--- src/hdl/bdpc_pkg.sv ---
`default_nettype none
package bdpc_pkg;

  localparam int unsigned NumButtons = 2;
  localparam int unsigned FifoDepth  = 4;
  localparam int unsigned PtrW       = $clog2(FifoDepth);
  localparam int unsigned CntW       = $clog2(FifoDepth + 1);

  localparam logic [15:0] DebounceRst     = 16'd40;
  localparam logic [15:0] LongPressRst    = 16'd1000;
  localparam logic [15:0] FactoryResetRst = 16'd8000;

  localparam logic BtnNext = 1'b0;
  localparam logic BtnPrev = 1'b1;

  typedef enum logic [2:0] {
    CFG_PREV_DEDICATED       = 3'd0,
    CFG_FACTORY_RESET_ENABLE = 3'd1,
    CFG_DEBOUNCE_MS          = 3'd2,
    CFG_LONG_HOLD_MS         = 3'd3,
    CFG_FACTORY_RESET_MS     = 3'd4
  } cfg_idx_e;

  typedef enum logic [1:0] {
    CMD_NEXT          = 2'd0,
    CMD_PREVIOUS      = 2'd1,
    CMD_FACTORY_RESET = 2'd2
  } cmd_e;

  typedef struct packed {
    logic [31:0] now_ms;
    logic        next_level_pressed;
    logic        prev_level_pressed;
  } in_beat_t;

  typedef struct packed {
    logic        which_button;
    cmd_e        command;
    logic [31:0] hold_ms;
    logic        last_result;
  } out_beat_t;

  // per-lane control for one sample
  typedef struct packed {
    logic        upd;
    logic        seed;
    logic        level;
    logic [31:0] now_ms;
    logic [15:0] debounce_ms;
  } lane_ctl_t;

  // what a lane found on one sample
  typedef struct packed {
    logic        fire;
    logic [31:0] held;
  } lane_res_t;

  typedef struct packed {
    logic        prev_dedicated;
    logic        factory_reset_enable;
    logic [15:0] long_hold_ms;
    logic [15:0] factory_reset_ms;
  } cls_cfg_t;

endpackage
`default_nettype wire

--- src/hdl/bdpc_lane.sv ---
`default_nettype none
module bdpc_lane
  import bdpc_pkg::*;
(
  input  logic      clk_i,
  input  logic      rst_ni,
  input  lane_ctl_t ctl_i,
  output lane_res_t res_o
);

  logic        raw_q, raw_d;
  logic        stable_q, stable_d;
  logic        armed_q, armed_d;
  logic        rec_q, rec_d;
  logic [31:0] chg_q, chg_d;
  logic [31:0] start_q, start_d;

  logic [31:0] chg_n;
  logic [31:0] age;
  logic        settle;
  logic        fire;

  assign chg_n  = (ctl_i.level != raw_q) ? ctl_i.now_ms : chg_q;
  assign age    = ctl_i.now_ms - chg_n;
  assign settle = (ctl_i.level != stable_q) && (age >= {16'd0, ctl_i.debounce_ms});

  always_comb begin
    raw_d    = raw_q;
    stable_d = stable_q;
    armed_d  = armed_q;
    rec_d    = rec_q;
    chg_d    = chg_q;
    start_d  = start_q;
    fire     = 1'b0;
    if (ctl_i.upd) begin
      if (ctl_i.seed) begin
        raw_d    = ctl_i.level;
        stable_d = ctl_i.level;
        armed_d  = !ctl_i.level;
        chg_d    = ctl_i.now_ms;
        rec_d    = 1'b0;
      end else begin
        raw_d = ctl_i.level;
        chg_d = chg_n;
        if (settle) begin
          stable_d = ctl_i.level;
          if (ctl_i.level) begin
            if (armed_q) begin
              start_d = ctl_i.now_ms;
              rec_d   = 1'b1;
            end
          end else if (!armed_q) begin
            // a button held at start arms on its first stable release
            armed_d = 1'b1;
          end else if (rec_q) begin
            fire  = 1'b1;
            rec_d = 1'b0;
          end
        end
      end
    end
  end

  assign res_o.fire = fire;
  assign res_o.held = ctl_i.now_ms - start_q;

  always_ff @(posedge clk_i or negedge rst_ni) begin
    if (!rst_ni) begin
      raw_q    <= 1'b0;
      stable_q <= 1'b0;
      armed_q  <= 1'b0;
      rec_q    <= 1'b0;
      chg_q    <= '0;
      start_q  <= '0;
    end else begin
      raw_q    <= raw_d;
      stable_q <= stable_d;
      armed_q  <= armed_d;
      rec_q    <= rec_d;
      chg_q    <= chg_d;
      start_q  <= start_d;
    end
  end

endmodule
`default_nettype wire

--- src/hdl/bdpc_merge.sv ---
`default_nettype none
module bdpc_merge
  import bdpc_pkg::*;
(
  input  logic      clk_i,
  input  logic      rst_ni,
  input  cls_cfg_t  cfg_i,
  input  lane_res_t next_res_i,
  input  lane_res_t prev_res_i,
  output logic      full_o,
  output logic      out_valid_o,
  input  logic      out_stall_i,
  output out_beat_t out_data_o
);

  out_beat_t           fifo_q [FifoDepth];
  logic [PtrW-1:0]     wr_ptr_q, rd_ptr_q;
  logic [CntW-1:0]     count_q;
  logic [1:0]          push_n;
  logic                pop;
  out_beat_t           beat0, beat1;
  out_beat_t           next_beat, prev_beat;
  cmd_e                next_cmd;
  logic [PtrW-1:0]     wr_ptr1;

  always_comb begin
    if (cfg_i.factory_reset_enable &&
        next_res_i.held >= {16'd0, cfg_i.factory_reset_ms}) begin
      next_cmd = CMD_FACTORY_RESET;
    end else if (!cfg_i.prev_dedicated &&
                 next_res_i.held >= {16'd0, cfg_i.long_hold_ms}) begin
      next_cmd = CMD_PREVIOUS;
    end else begin
      next_cmd = CMD_NEXT;
    end
  end

  assign push_n = {1'b0, next_res_i.fire} + {1'b0, prev_res_i.fire};

  always_comb begin
    next_beat.which_button = BtnNext;
    next_beat.command      = next_cmd;
    next_beat.hold_ms      = next_res_i.held;
    next_beat.last_result  = !prev_res_i.fire;
    prev_beat.which_button = BtnPrev;
    prev_beat.command      = CMD_PREVIOUS;
    prev_beat.hold_ms      = prev_res_i.held;
    prev_beat.last_result  = 1'b1;
    beat0 = next_res_i.fire ? next_beat : prev_beat;
    beat1 = prev_beat;
  end

  assign wr_ptr1     = wr_ptr_q + PtrW'(1);
  assign out_valid_o = (count_q != '0);
  assign pop         = out_valid_o && !out_stall_i;
  assign out_data_o  = fifo_q[rd_ptr_q];
  // keep room for the two beats one sample can cause
  assign full_o      = (count_q > CntW'(FifoDepth - 2));

  always_ff @(posedge clk_i) begin
    if (push_n != 2'd0) begin
      fifo_q[wr_ptr_q] <= beat0;
    end
    if (push_n == 2'd2) begin
      fifo_q[wr_ptr1] <= beat1;
    end
  end

  always_ff @(posedge clk_i or negedge rst_ni) begin
    if (!rst_ni) begin
      wr_ptr_q <= '0;
      rd_ptr_q <= '0;
      count_q  <= '0;
    end else begin
      wr_ptr_q <= wr_ptr_q + PtrW'(push_n);
      if (pop) begin
        rd_ptr_q <= rd_ptr_q + PtrW'(1);
      end
      count_q <= count_q + CntW'(push_n) - CntW'(pop);
    end
  end

  a_no_overflow : assert property (@(posedge clk_i) disable iff (!rst_ni)
    count_q <= CntW'(FifoDepth))
    else $error("result queue overflow");

  a_push_has_room : assert property (@(posedge clk_i) disable iff (!rst_ni)
    (push_n != 2'd0) |-> !full_o)
    else $error("result pushed while queue full");

  a_drain_empty : assert property (@(posedge clk_i) disable iff (!rst_ni)
    (pop && count_q == CntW'(1) && push_n == 2'd0) |=> !out_valid_o)
    else $error("queue still valid after last beat taken");

endmodule
`default_nettype wire

--- src/hdl/button_debounce_press_classifier_core.sv ---
`default_nettype none
// Two-button debouncer and press classifier. Each input beat carries a
// millisecond timestamp and the pressed levels of the next and previous
// buttons; the first beat after reset only seeds the state. Each button has
// its own debounce lane, and a merge stage classifies stable releases into
// commands and queues them in a four-entry result queue, next button first.
// One input beat is taken per clock cycle while the queue has room for two
// results; a sample yields zero, one or two output beats, and the output
// side drains one beat per cycle while out_stall_i is low, so the queue
// drain rate bounds throughput when many samples produce two results.
// Configuration writes are taken at any time the block is idle.
module button_debounce_press_classifier_core
  import bdpc_pkg::*;
(
  input  logic        clk_i,
  input  logic        rst_ni,
  input  logic        cfg_we_i,
  input  logic [2:0]  cfg_idx_i,
  input  logic [15:0] cfg_wdata_i,
  input  logic        in_valid_i,
  output logic        in_stall_o,
  input  in_beat_t    in_data_i,
  output logic        out_valid_o,
  input  logic        out_stall_i,
  output out_beat_t   out_data_o
);

  logic        ded_q, fre_q;
  logic [15:0] debounce_q, long_press_q, factory_q;
  logic        seeded_q;
  logic        accept;
  logic        full;
  lane_ctl_t   next_ctl, prev_ctl;
  lane_res_t   next_res, prev_res;
  cls_cfg_t    cls_cfg;

  always_ff @(posedge clk_i or negedge rst_ni) begin
    if (!rst_ni) begin
      ded_q        <= 1'b0;
      fre_q        <= 1'b0;
      debounce_q   <= DebounceRst;
      long_press_q <= LongPressRst;
      factory_q    <= FactoryResetRst;
    end else if (cfg_we_i) begin
      unique case (cfg_idx_i)
        CFG_PREV_DEDICATED:       ded_q        <= cfg_wdata_i[0];
        CFG_FACTORY_RESET_ENABLE: fre_q        <= cfg_wdata_i[0];
        CFG_DEBOUNCE_MS:          debounce_q   <= cfg_wdata_i;
        CFG_LONG_HOLD_MS:         long_press_q <= cfg_wdata_i;
        CFG_FACTORY_RESET_MS:     factory_q    <= cfg_wdata_i;
        default: ;
      endcase
    end
  end

  assign in_stall_o = full;
  assign accept     = in_valid_i && !full;

  always_ff @(posedge clk_i or negedge rst_ni) begin
    if (!rst_ni) begin
      seeded_q <= 1'b0;
    end else if (accept) begin
      seeded_q <= 1'b1;
    end
  end

  always_comb begin
    next_ctl.upd         = accept;
    next_ctl.seed        = !seeded_q;
    next_ctl.level       = in_data_i.next_level_pressed;
    next_ctl.now_ms      = in_data_i.now_ms;
    next_ctl.debounce_ms = debounce_q;
    // previous button is frozen in single-button mode, but always seeded
    prev_ctl.upd         = accept && (!seeded_q || ded_q);
    prev_ctl.seed        = !seeded_q;
    prev_ctl.level       = in_data_i.prev_level_pressed;
    prev_ctl.now_ms      = in_data_i.now_ms;
    prev_ctl.debounce_ms = debounce_q;
  end

  assign cls_cfg.prev_dedicated       = ded_q;
  assign cls_cfg.factory_reset_enable = fre_q;
  assign cls_cfg.long_hold_ms         = long_press_q;
  assign cls_cfg.factory_reset_ms     = factory_q;

  bdpc_lane u_next_lane (
    .clk_i  (clk_i),
    .rst_ni (rst_ni),
    .ctl_i  (next_ctl),
    .res_o  (next_res)
  );

  bdpc_lane u_prev_lane (
    .clk_i  (clk_i),
    .rst_ni (rst_ni),
    .ctl_i  (prev_ctl),
    .res_o  (prev_res)
  );

  bdpc_merge u_merge (
    .clk_i       (clk_i),
    .rst_ni      (rst_ni),
    .cfg_i       (cls_cfg),
    .next_res_i  (next_res),
    .prev_res_i  (prev_res),
    .full_o      (full),
    .out_valid_o (out_valid_o),
    .out_stall_i (out_stall_i),
    .out_data_o  (out_data_o)
  );

endmodule
`default_nettype wire

--- config.mk ---
export PLATFORM = sky130hd
export DESIGN_NAME = button_debounce_press_classifier_core
export DESIGN_NICKNAME = d
export VERILOG_FILES = /design/src/hdl/bdpc_pkg.sv /design/src/hdl/bdpc_lane.sv /design/src/hdl/bdpc_merge.sv /design/src/hdl/button_debounce_press_classifier_core.sv
export SDC_FILE = /design/constraint.sdc
export NUM_CORES = 1
export LEC_CHECK = 0
export BUFFER_PORTS_ARGS = -buffer_cell sky130_fd_sc_hd__buf_4
export CORE_MARGIN = 8
export CORE_UTILIZATION = 65
export CTS_CLUSTER_SIZE = 30
export DETAILED_ROUTE_END_ITERATION = 10
export PLACE_DENSITY = 0.82
export REMOVE_ABC_BUFFERS = 1
export SYNTH_ARGS = -nofsm -noshare
export SYNTH_HDL_FRONTEND = slang
export SYNTH_SLANG_ARGS = --single-unit
--- constraint.sdc ---
create_clock -name clk_i -period 21.2 [get_ports clk_i]
set_clock_uncertainty 0.2 [all_clocks]
set_input_delay 3.18 -clock clk_i [delete_from_list [all_inputs] [get_ports clk_i]]
set_output_delay 3.18 -clock clk_i [all_outputs]
set_load 0.05 [all_outputs]
# [After elaboration in Yosys (flattened, before gate mapping)]
# Memory sizes are Yosys's and may differ from the RTL's.
# Cells that the tools add are included.
[totals] reg_bits=194 latch_bits=0 ram_bits=144 mem_bits_ro=0 input_bits=58 word_cells=126 memories=1
[memory_table] name="u_merge.fifo_q" words=4 word_bits=36 read_ports=1 rd_ports_with_merged_regs=0 write_ports=2 line="bdpc_merge.sv:16" rtl="out_beat_t fifo_q [FifoDepth];"
[op_classes] add_sub_neg=10 multipliers=0 div_mod_pow=0 magnitude_cmp=5 n_eq_ne=15 n_shift=0 mux=43 bitwise=0 reduce_logical=31
[op_table] op="$ge 32x16->1" n=4
[op_table] op="$mux 32" n=4
[op_table] op="$sub 32x32->32" n=4
[op_table] op="$mux 1" n=37
[op_table] op="$mux 36" n=1
[op_table] op="$reduce_and 2->1" n=7
[op_table] op="$reduce_and 3->1" n=4
[op_table] op="$reduce_and 5->1" n=2
[op_table] op="$ne 2x1->1 const B" n=4
[op_table] op="$logic_and 1x1->1" n=7
[op_table] op="$logic_not 1->1" n=7
[op_table] op="$eq 3x2->1 const B" n=2
[op_table] op="$add 2x1->2 const B" n=2
[op_table] op="$ne 1x1->1" n=4
[op_table] op="$ne 2x2->1 const B" n=2
[op_table] op="$add 3x2->3" n=1
[op_table] op="$eq 3x1->1 const B" n=1
[op_table] op="$eq 3x3->1 const B" n=1
[op_table] op="$gt 3x2->1 const B" n=1
[op_table] op="$logic_not 3->1" n=1
[op_table] op="$reduce_bool 3->1" n=1
[op_table] op="$sub 3x1->3" n=1
[op_table] op="$add 1x1->2" n=1
[op_table] op="$add 2x2->2" n=1
[op_table] op="4 further kinds" n=4

# [Longest topological paths before layout]
# Gate-level depths: netlist (run 1).
[logic_depth] ltp_word=12 mapped_depth=37 depth_no_buf=32

# [Hierarchy]
# Synthesis (run 1) repeated with hierarchy kept, for this count alone.
[unflattened] hier_cells=2315 area_unflattened_um2=24169.4
[modules_own_cells] module="bdpc_merge" n_inst=1 cells_per_inst=566 area_per_inst_um2=7928.9 seq_area_each_um2=4339.2
[modules_own_cells] module="bdpc_lane at u_next_lane" n_inst=1 cells_per_inst=847 area_per_inst_um2=7230.7 seq_area_each_um2=1701.6
[modules_own_cells] module="bdpc_lane at u_prev_lane" n_inst=1 cells_per_inst=787 area_per_inst_um2=6934.2 seq_area_each_um2=1701.6
[modules_own_cells] module="button_debounce_press_classifier_core" n_inst=1 cells_per_inst=115 area_per_inst_um2=2075.7 seq_area_each_um2=1293.7

# [Worst setup path before layout (run 1)]
# OpenSTA, ideal clock, no wires.
[synth_timing] path_kind="in2reg" startpoint="input port in_data_i[1] in the netlist's numbering" endpoint="memory u_merge.fifo_q[1][9] in the netlist's numbering, data pin" arrival_ns=10.399 slack_ns=10.448 stages=36 n_path_buf=7 cell_sequence="buf_2 xnor2_1 buf_4 clkbuf_1 buf_1 nand2_1 o21ai_0 ha_1 inv_1 ha_1 a21oi_1 a2bb2oi_2 nand4_1 and3_1 a21o_1 a21oi_1 xnor2_1 ha_1 a21o_1 a221oi_1 o2111ai_1 a2111oi_0 o211ai_1 nor4_1 nand4b_1 nor4b_2 a211oi_2 inv_2 buf_4 ha_1 clkbuf_1 a21oi_1 nor2b_1 o21ai_1 clkbuf_1 o22ai_1"
[synth_lines] element="from (decl)" line="button_debounce_press_classifier_core.sv:22" rtl="input in_beat_t in_data_i,"
[synth_lines] element="to (decl)" line="bdpc_merge.sv:16"

==> metrics, run 1 <==
post-layout util 72.2%; part of the cycle the worst path needs 51.5%; top cell family by delay on the critical path simple AND/OR/NAND/NOR gates; unrepaired setup endpoints after global routing false; Layout Nets 2,739; global-route wire length before repair 104,000 um; Routed WL 64,900 um; critical path's slowest cell nand2_1; Hold Path Class register to register; drt first pass iters 5; Fillers 2,636; Root Buffer clkbuf_16; total gr overflow 0; Design Area, Final 26,400 um^2; register area share after synthesis 37.6%; post-synth top area share 18.7%; starting density of the core 65.8%; layout cell share with drive strength beyond 1 16.2%; DR iter-0 viols 1,453; clk_lat worst skew 560 ps; CP max FO 35; die width 208 um; post-cts sizing count 0; Hold Buf Count CTS 0; Main synth FF type dfrtp_1; Synth area leader dfrtp_1; area delta synth->final 9.60%; Post-synth EDFFs 128; Sequential cell area 9040 um^2; max incr delay on CP 990 ps; fin cells 3,000; clock tree buffer depth 3; Slew Limit Fails 0; cell area after synthesis 24,000 um^2; Antenna Cells 0; maximum vdd drop 0.0948 mV; Post-DP Area 25,100 um^2; total CTS buffers 38; GP Congestion 0.964; final hold vios 0; routed vias/inst 6.64; Die H 208 um; Max-slew headroom 14.7%; syn avg cell area 9.80 um^2; CP Class input pin to register; drt drc 0; status complete, no violations; Cell Rows 70; post-synthesis cell count 2,454; pwr/cell area 156 nW/um^2; all-layer global routing usage 29.2%; Slew @ Worst Pin 1280 ps; Worst-path clk slew 60 ps; number of library cell types mapped by synthesis 92; max frequency 0.0915 GHz; crit path DAT 10,970 ps; Vias 19,900; post-synthesis async set-or-reset flop share 57.4%; Setup Total Neg Slack 0 ps; #FFs+latches synth 338; Setup Buffers After CTS 0; largest net degree at the start of global routing 73; nature of the critical path endpoint register; Port Buffers 95; H-tree lvl count 2; maxcap violations 0; Worst EP required 21,250 ps; post-DP HPWL 47,700 um; initial antenna violation count 0; sum of buffers and inverters on the critical path 5; die area 43,400 um^2; Inst Count DP 2,931; CTS tree built; Worst setup SP type input pin; core area 36,500 um^2; final hold slack 278 ps; Synth area leaders dfrtp_1, edfxtp_1, ha_1; remaining antenna violation count 0; vias in the first global route 19,600; multi-input combinational cell area 13,900 um^2; final setup vio count 0; clk sinks 338; routed len/inst 21.6 um; most frequent CP cell ha_1; Static Leak 10.9 nW; Final min period 10,930 ps; Warnings, synthesis 0; IO Pins 96
## flip-flops by register name (all words and copies together) (netlist names), 2 cells and up
| register | cells |
|---|---|
| u_next_lane.chg_q | 32 |
| long_press_q | 16 |
| u_merge.count_q | 3 |
| u_next_lane.start_q | 32 |
| u_prev_lane.chg_q | 32 |
| u_merge.fifo_q | 144 |
| factory_q | 16 |
| u_prev_lane.start_q | 32 |
| u_merge.rd_ptr_q | 2 |
| u_merge.wr_ptr_q | 2 |
| debounce_q | 16 |
## worst paths after layout
path,slack [ps],from,cells after the start,to
worst min register to register,280,u_merge.fifo_q[0][35]$_SDFFE_PP1P_,2,u_merge.fifo_q[0][35]$_SDFFE_PP1P_
max in group asynchronous,16330,rst_ni,3,u_merge.rd_ptr_q[0]$_DFFE_PN0P_
worst min-delay path,280,u_merge.fifo_q[0][35]$_SDFFE_PP1P_,2,u_merge.fifo_q[0][35]$_SDFFE_PP1P_
min in group asynchronous,2430,rst_ni,1,u_prev_lane.chg_q[4]$_DFFE_PN0P_
worst max register to register,12580,u_next_lane.raw_q$_DFFE_PN0P_,30,u_merge.fifo_q[0][29]$_DFFE_PP_
worst max-delay path,10270,in_data_i[1],31,u_merge.fifo_q[0][29]$_DFFE_PP_
## tightest hold or removal path, stage by stage, from the launching register on
cell	delay, ps
dfxtp_1	330
nor2_1	50
nor2_1	70
## report_power, final
part,leakage (nW),internal (W),switching [W]
Combinational,6.82,0.000983,0.00153
Sequential,3.47,0.000842,0.0000981
Clock,0.594,0.000385,0.000277
Total,10.9,0.00221,0.00191
## Yosys cell counts (44+ instances only)
master / number
inv_1: 190
edfxtp_1: 128
o21ai_0: 168
mux2_2: 119
a21o_1: 44
nand2b_1: 47
mux2i_1: 59
clkbuf_1: 71
dfrtp_1: 180
nand3_1: 48
nand2_1: 181
o22ai_1: 131
nor2_1: 112
ha_1: 175
xnor2_1: 66
a21oi_1: 159
## cell families after synthesis
group,share of synthesized area [%]
fa+ha+maj,10.0
simple gates,11.8
buf+inv,5.01
mux,13.5
xor+xnor,4.12
compound gates,17.9
flops,37.6
## per-layer routing
layer  vias up  GRT usage, %  part of all wire (%)
met1      9652          36.8                    40
met2       931          49.2                    48
met5         -             0                     0
met3       155          6.00                   9.0
met4         0          11.2                   3.5
li1       9179             -                     -
## final cells by class
cell class / instances / share of cell area, %
clock buffer: 52 / 3.96
clock inverter: 17 / 0.741
inverter: 191 / 2.72
multi-input combinational: 1816 / 52.7
sequential: 338 / 34.3
tap: 468 / 2.22
timing repair buffer: 118 / 3.39
## placed cells by master, fill, tap and decap left out, drive strengths merged, types with 19 or more instances in the layout
cell,count
and3,22
nand3,48
mux2,156
o21ai,173
inv,191
xnor2,67
buf,117
xor2,43
nand2b,47
dfrtp,180
ha,175
o22ai,131
a211oi,20
nand4,29
nor2,112
o21a,19
nor2b,33
clkbuf,53
edfxtp,128
nand2,181
nor3,35
a21oi,159
mux4,36
mux2i,59
a21o,44
## metrics by stage
step	setup WS (ps)	total power (W)
after global routing	9660	0.00439
final	10270	0.00412
after floorplan	9020	0.00275
after CTS	10420	0.00408
after global placement	10250	0.00329
after detailed placement	9830	0.00339
Power figures use the tool's default switching activity.
==> run 2, diff against run 1 <==
--- a/config.mk
+++ b/config.mk
@@ -7,10 +7,10 @@
 export LEC_CHECK = 0
 export BUFFER_PORTS_ARGS = -buffer_cell sky130_fd_sc_hd__buf_4
 export CORE_MARGIN = 8
-export CORE_UTILIZATION = 65
+export CORE_UTILIZATION = 57
 export CTS_CLUSTER_SIZE = 30
 export DETAILED_ROUTE_END_ITERATION = 10
-export PLACE_DENSITY = 0.82
+export PLACE_DENSITY = 0.76
 export REMOVE_ABC_BUFFERS = 1
 export SYNTH_ARGS = -nofsm -noshare
 export SYNTH_HDL_FRONTEND = slang
==> constraint.sdc (replaced) <==
create_clock -name clk_i -period 9.4 [get_ports clk_i]
set_clock_uncertainty 0.2 [all_clocks]
set_input_delay 1.41 -clock clk_i [delete_from_list [all_inputs] [get_ports clk_i]]
set_output_delay 1.41 -clock clk_i [all_outputs]
set_load 0.05 [all_outputs]
==> run 2 against run 1 <==
Effect of this change: clock-buffer cell count down 5; utilization down 8.8 points; final cell count is 2.5% higher; first-iteration DRC count grew 16%; non-clock buffer count up 4.
==> metrics, run 2 (same netlist as run 1, synthesis figures left out) <==
max frequency 0.119 GHz; initial antenna violation count 1 (+1); drt drc 0 (unchanged); DR iter-0 viols 1,682 (+16%); area delta synth->final 10.1%; max FFs per register 144 (unchanged); starting density of the core 57.6% (-8.3 points); R2R setup slack 1540 ps (-11,040 ps); commonest non-fill, non-tap cell in the layout inv_1; Inst Count DP 3,006 (+2.6%); max incr delay on CP 520 ps (-470 ps); CP max FO 32 (-8.6%); Port Buffers 95 (unchanged); pwr/cell area 351 nW/um^2 (+120%); Slew @ Worst Pin 1040 ps (-231 ps); core area 41,800 um^2 (+14%); H-tree lvl count 2 (unchanged); Cell Rows 75 (+7.1%); die width 221 um (+6.3%); Hold Path Class register to register; routed vias/inst 6.36 (-4.2%); Root Buffer clkbuf_16; part of the cycle the worst path needs 89.3%; Setup Buffers After CTS 0 (unchanged); Antenna Cells 0 (unchanged); Worst EP required 9460 ps (-11,790 ps); Layout Nets 2,743 (+0.15%); post-DP HPWL 49,400 um (+3.5%); final setup vio count 0 (unchanged); maximum vdd drop 0.173 mV (+82%); critical path's slowest cell nor4b_2; routed len/inst 21.8 um (+0.73%); vias in the first global route 19,400 (-1.0%); most frequent cells in the layout inv_1, nand2_1, dfrtp_1, ha_1, o21ai_0; all-layer global routing usage 26.6% (-2.6 points); layout cell share with drive strength beyond 1 16.3% (+0.099 points); Vias 19,500 (-1.8%); CTS tree built; maxcap violations 0 (unchanged); drt first pass iters 5 (unchanged); Biggest register u_merge.fifo_q; Worst-path clk slew 60 ps (about the same); IO Pins 96 (unchanged); largest net degree at the start of global routing 84 (+15%); clock tree buffer depth 3 (unchanged); Worst setup SP type input pin; fin cells 3,074 (+2.5%); die area 49,000 um^2 (+13%); Final min period 8400 ps; Die H 221 um (+6.3%); post-layout util 63.4% (-8.8 points); remaining antenna violation count 0 (unchanged); crit path DAT 8450 ps (-2520 ps); global-route wire length before repair 106,000 um (+1.9%); post-cts sizing count 0 (unchanged); Fillers 3,376 (+28%); multi-input combinational cell area 13,900 um^2 (about the same); CP Class input pin to register; nature of the critical path endpoint register; total gr overflow 0 (unchanged); Static Leak 10.9 nW (+0.27%); unrepaired setup endpoints after global routing false; Routed WL 67,000 um (+3.2%); Hold Buf Count CTS 0 (unchanged); clk sinks 338 (unchanged); Max-slew headroom 30.2% (+15 points); Sequential cell area 9040 um^2 (unchanged); total CTS buffers 38 (unchanged); final hold vios 0 (unchanged); clk_lat worst skew 560 ps (about the same); Slew Limit Fails 0 (unchanged); status complete, no violations; GP Congestion 0.931 (-3.5%)
run 2: cell count changes in the layout (fill, tap and decap cells not counted), moves of 2 or more:
cell / previous run / this run
buf_4: 117 / 121
bufinv_16: 3 / 5
clkbuf_1: 11 / 7
clkinv_1: 1 / 4
clkinv_2: 6 / 9
clkinv_8: 2 / 0
clkinvlp_4: 4 / 1
inv_6: 0 / 2
run 2: cell type report:
cell class / instances / share of cell area (%)
Multi-Input combinational cell: 1816 / 52.4
Sequential cell: 338 / 34.1
Clock buffer: 47 / 3.84
Timing Repair Buffer: 122 / 3.48
Inverter: 191 / 2.71
Tap cell: 539 / 2.55
Clock inverter: 21 / 0.889
run 2: per-stage QoR:
stage	power (W)	setup TNS [ps]	instance area (um^2)	hold WS, ps	worst slack [ps]
2_1_floorplan	0.00621	-41180	23600	235	-1010
3_3_place_gp	0.00753	0	25200	247	787
3_5_place_dp	0.00768	0	25200	263	655
4_1_cts	0.00926	0	26500	277	1190
5_1_grt	0.00996	0	26500	304	700
6_report	0.00928	0	26500	276	1000
run 2: final timing paths:
kind | startpoint | to | depth (start not counted)
min in group asynchronous | rst_ni | u_prev_lane.chg_q[0]$_DFFE_PN0P_ | 1
max reg2reg | u_next_lane.raw_q$_DFFE_PN0P_ | u_merge.fifo_q[3][9]$_DFFE_PP_ | 28
min | u_merge.fifo_q[1][35]$_SDFFE_PP1P_ | u_merge.fifo_q[1][35]$_SDFFE_PP1P_ | 1
max in group asynchronous | rst_ni | long_press_q[11]$_DFFE_PN0P_ | 3
max | in_data_i[1] | u_merge.fifo_q[3][9]$_DFFE_PP_ | 29
min reg2reg | u_merge.fifo_q[1][35]$_SDFFE_PP1P_ | u_merge.fifo_q[1][35]$_SDFFE_PP1P_ | 1
run 2: report_power, final:
group	switching [W]	internal (W)	total, W
sequential	0.000219	0.00190	0.00212
combinational	0.00343	0.00221	0.00563
clock	0.000625	0.000906	0.00153
run 2: critical path: cells and delay by family:
kind / cells / cell delay (ps)
AO/OA/AOI/OAI: 14 / 2760
AND/OR/NAND/NOR: 7 / 1870
buffers and inverters: 3 / 940
adder cells (fa/ha/maj): 3 / 900
XOR/XNOR: 2 / 490
run 2: routing by layer:
layer | GRT usage (%) | up-vias | wire length (um)
met2 | 45.1 | 735 | 32100
met5 | 0 | - | 0
li1 | - | 9207 | -
met3 | 3.24 | 130 | 4130
met4 | 10.1 | 0 | 2190
met1 | 34.8 | 9477 | 28600
==> run 3, diff against run 2 <==
--- a/config.mk
+++ b/config.mk
@@ -7,10 +7,10 @@
 export LEC_CHECK = 0
 export BUFFER_PORTS_ARGS = -buffer_cell sky130_fd_sc_hd__buf_4
 export CORE_MARGIN = 8
-export CORE_UTILIZATION = 57
+export CORE_UTILIZATION = 64
 export CTS_CLUSTER_SIZE = 30
 export DETAILED_ROUTE_END_ITERATION = 10
-export PLACE_DENSITY = 0.76
+export PLACE_DENSITY = 0.81
 export REMOVE_ABC_BUFFERS = 1
 export SYNTH_ARGS = -nofsm -noshare
 export SYNTH_HDL_FRONTEND = slang
==> constraint.sdc (replaced) <==
create_clock -name clk_i -period 8.5 [get_ports clk_i]
set_clock_uncertainty 0.2 [all_clocks]
set_input_delay 1.275 -clock clk_i [delete_from_list [all_inputs] [get_ports clk_i]]
set_output_delay 1.275 -clock clk_i [all_outputs]
set_load 0.05 [all_outputs]
==> run 3 against run 2 <==
Effect of this change: worst setup slack got worse by 450 ps; cell area up 0.19%; hold slack better by 9.8 ps; first-iteration DRC count down 8.9%; largest power group unchanged.
==> metrics, run 3 (same netlist as run 1, synthesis figures left out) <==
remaining antenna violation count 0 (unchanged); crit path DAT 8030 ps (-420 ps); most frequent cells in the layout inv_1, nand2_1, dfrtp_1, ha_1, o21ai_0; core area 37,300 um^2 (-11%); WL met1 27,300 um (-4.6%); Vias 20,000 (+2.1%); Hold Path Class register to register; clk sinks 338 (unchanged); Design Area, Final 26,500 um^2 (+0.19%); min-delay src u_merge.rd_ptr_q[1]$_DFFE_PN0P_; max incr delay on CP 400 ps (-120 ps); Static Leak 11.0 nW (+0.36%); Setup Buffers After CTS 0 (unchanged); layout cell share with drive strength beyond 1 16.5% (+0.15 points); total gr overflow 0 (unchanged); fin cells 3,016 (-1.9%); Worst-path clk slew 60 ps (about the same); Antenna Cells 0 (unchanged); largest net degree at the start of global routing 109 (+30%); clock tree buffer depth 3 (unchanged); Post-DP Area 25,200 um^2 (-0.12%); status complete, no violations; Hold Buf Count CTS 0 (unchanged); Root Buffer clkbuf_16; starting density of the core 64.4% (+6.9 points); routed vias/inst 6.62 (+4.1%); CP max FO 32 (unchanged); CP Class input pin to register; Biggest register u_merge.fifo_q; end of the worst hold path u_merge.rd_ptr_q[1]$_DFFE_PN0P_; global-route wire length before repair 107,000 um (+1.4%); PnR worst setup slack 550 ps (-451 ps); Slew Limit Fails 0 (unchanged); max layer used met4; worst slack, placed 29.5 ps (-625 ps); maximum vdd drop 0.227 mV (+32%); post-DP HPWL 49,600 um (+0.35%); die area 44,000 um^2 (-10%); Routed WL 68,000 um (+1.4%); die width 210 um (-5.2%); vias in the first global route 20,000 (+2.9%); pwr/cell area 393 nW/um^2 (+12%); GP Congestion 0.960 (+3.2%); Slew @ Worst Pin 1170 ps (+130 ps); final setup vio count 0 (unchanged); H-tree lvl count 2 (unchanged); Worst EP required 8580 ps (-880 ps); CTS tree built; unrepaired setup endpoints after global routing false; Final Power 0.0104 W (+12%); R2R setup slack 960 ps (-580 ps); maxcap violations 0 (unchanged); R2R depth 29 (+3.6%); max frequency 0.126 GHz; Max-slew headroom 21.4% (-8.8 points); Port Buffers 95 (unchanged); drt first pass iters 7 (+2); post-cts sizing count 0 (unchanged); max FFs per register 144 (unchanged); Met3 Wirelength 5110 um (+24%); Inst Count DP 2,944 (-2.1%); Critical R2R Launch u_next_lane.raw_q$_DFFE_PN0P_; Fillers 2,755 (-18%); all-layer global routing usage 30.4% (+3.7 points); initial antenna violation count 0 (-1); Cell Rows 71 (-5.3%); clk_lat worst skew 580 ps (+20 ps); IO Pins 96 (unchanged); drt drc 0 (unchanged); nature of the critical path endpoint register; area delta synth->final 10.3%; final hold vios 0 (unchanged); total CTS buffers 39 (+2.6%); DR iter-0 viols 1,532 (-8.9%); Die H 210 um (-5.2%); R2R Path End u_merge.fifo_q[2][2]$_DFFE_PP_; commonest non-fill, non-tap cell in the layout inv_1; part of the cycle the worst path needs 93.5%; Worst setup SP type input pin; Final min period 7950 ps; hold path cells 1 (unchanged); WL met2 32,700 um (+2.0%); Layout Nets 2,747 (+0.15%); routed len/inst 22.5 um (+3.4%); critical path's slowest cell a2111o_1
==> run 3: routing by layer <==
layer,track usage (%),vias up
met1,38.2,9663
met3,5.07,179
met4,12.9,0
li1,-,9195
met5,0,-
met2,51.3,926
==> run 3: how the worst max path moves through the flow <==
stage                       from                              end  slack [ps]  cells past startpoint
finish              in_data_i[0]  u_merge.fifo_q[1][18]$_DFFE_PP_         550                     31
CTS                 in_data_i[1]   u_merge.fifo_q[2][2]$_DFFE_PP_         590                     30
floorplan           in_data_i[1]  u_merge.fifo_q[1][10]$_DFFE_PP_       -1780                     19
detailed placement  in_data_i[1]   u_merge.fifo_q[2][2]$_DFFE_PP_          30                     30
global route        in_data_i[1]  u_merge.fifo_q[1][18]$_DFFE_PP_          40                     31
global placement    in_data_i[0]   u_merge.fifo_q[0][8]$_DFFE_PP_         320                     31
==> run 3: through the flow <==
stage               hold slack (ps)  TNS, ps  util, %
floorplan                       235  -160930        -
global placement                246        0     67.5
detailed placement              271        0     67.5
CTS                             283        0     71.1
global route                    300        0     71.1
finish                          285        0     71.1
==> run 3: critical path, delay by kind of cell <==
| family | cells | cell delay, ps |
|---|---|---|
| AND/OR/NAND/NOR | 12 | 2650 |
| AO/OA/AOI/OAI | 11 | 2180 |
| adder cells (fa/ha/maj) | 3 | 740 |
| buffers and inverters | 3 | 690 |
| XOR/XNOR | 2 | 450 |
==> run 3: report_power, final <==
group	internal, W	switching (W)
Clock	0.00102	0.000722
Combinational	0.00246	0.00387
Sequential	0.00210	0.000251
==> run 3: layout make-up <==
| type | instances | area, um^2 | share of cell area, % |
|---|---|---|---|
| clock buffers | 50 | 1070 | 4.02 |
| clock inverters | 22 | 254 | 0.958 |
| inverters | 191 | 717 | 2.70 |
| multi-input cells | 1816 | 13900 | 52.3 |
| flip-flops and latches | 338 | 9040 | 34.1 |
| well taps | 474 | 593 | 2.24 |
| repair buffers | 125 | 970 | 3.66 |
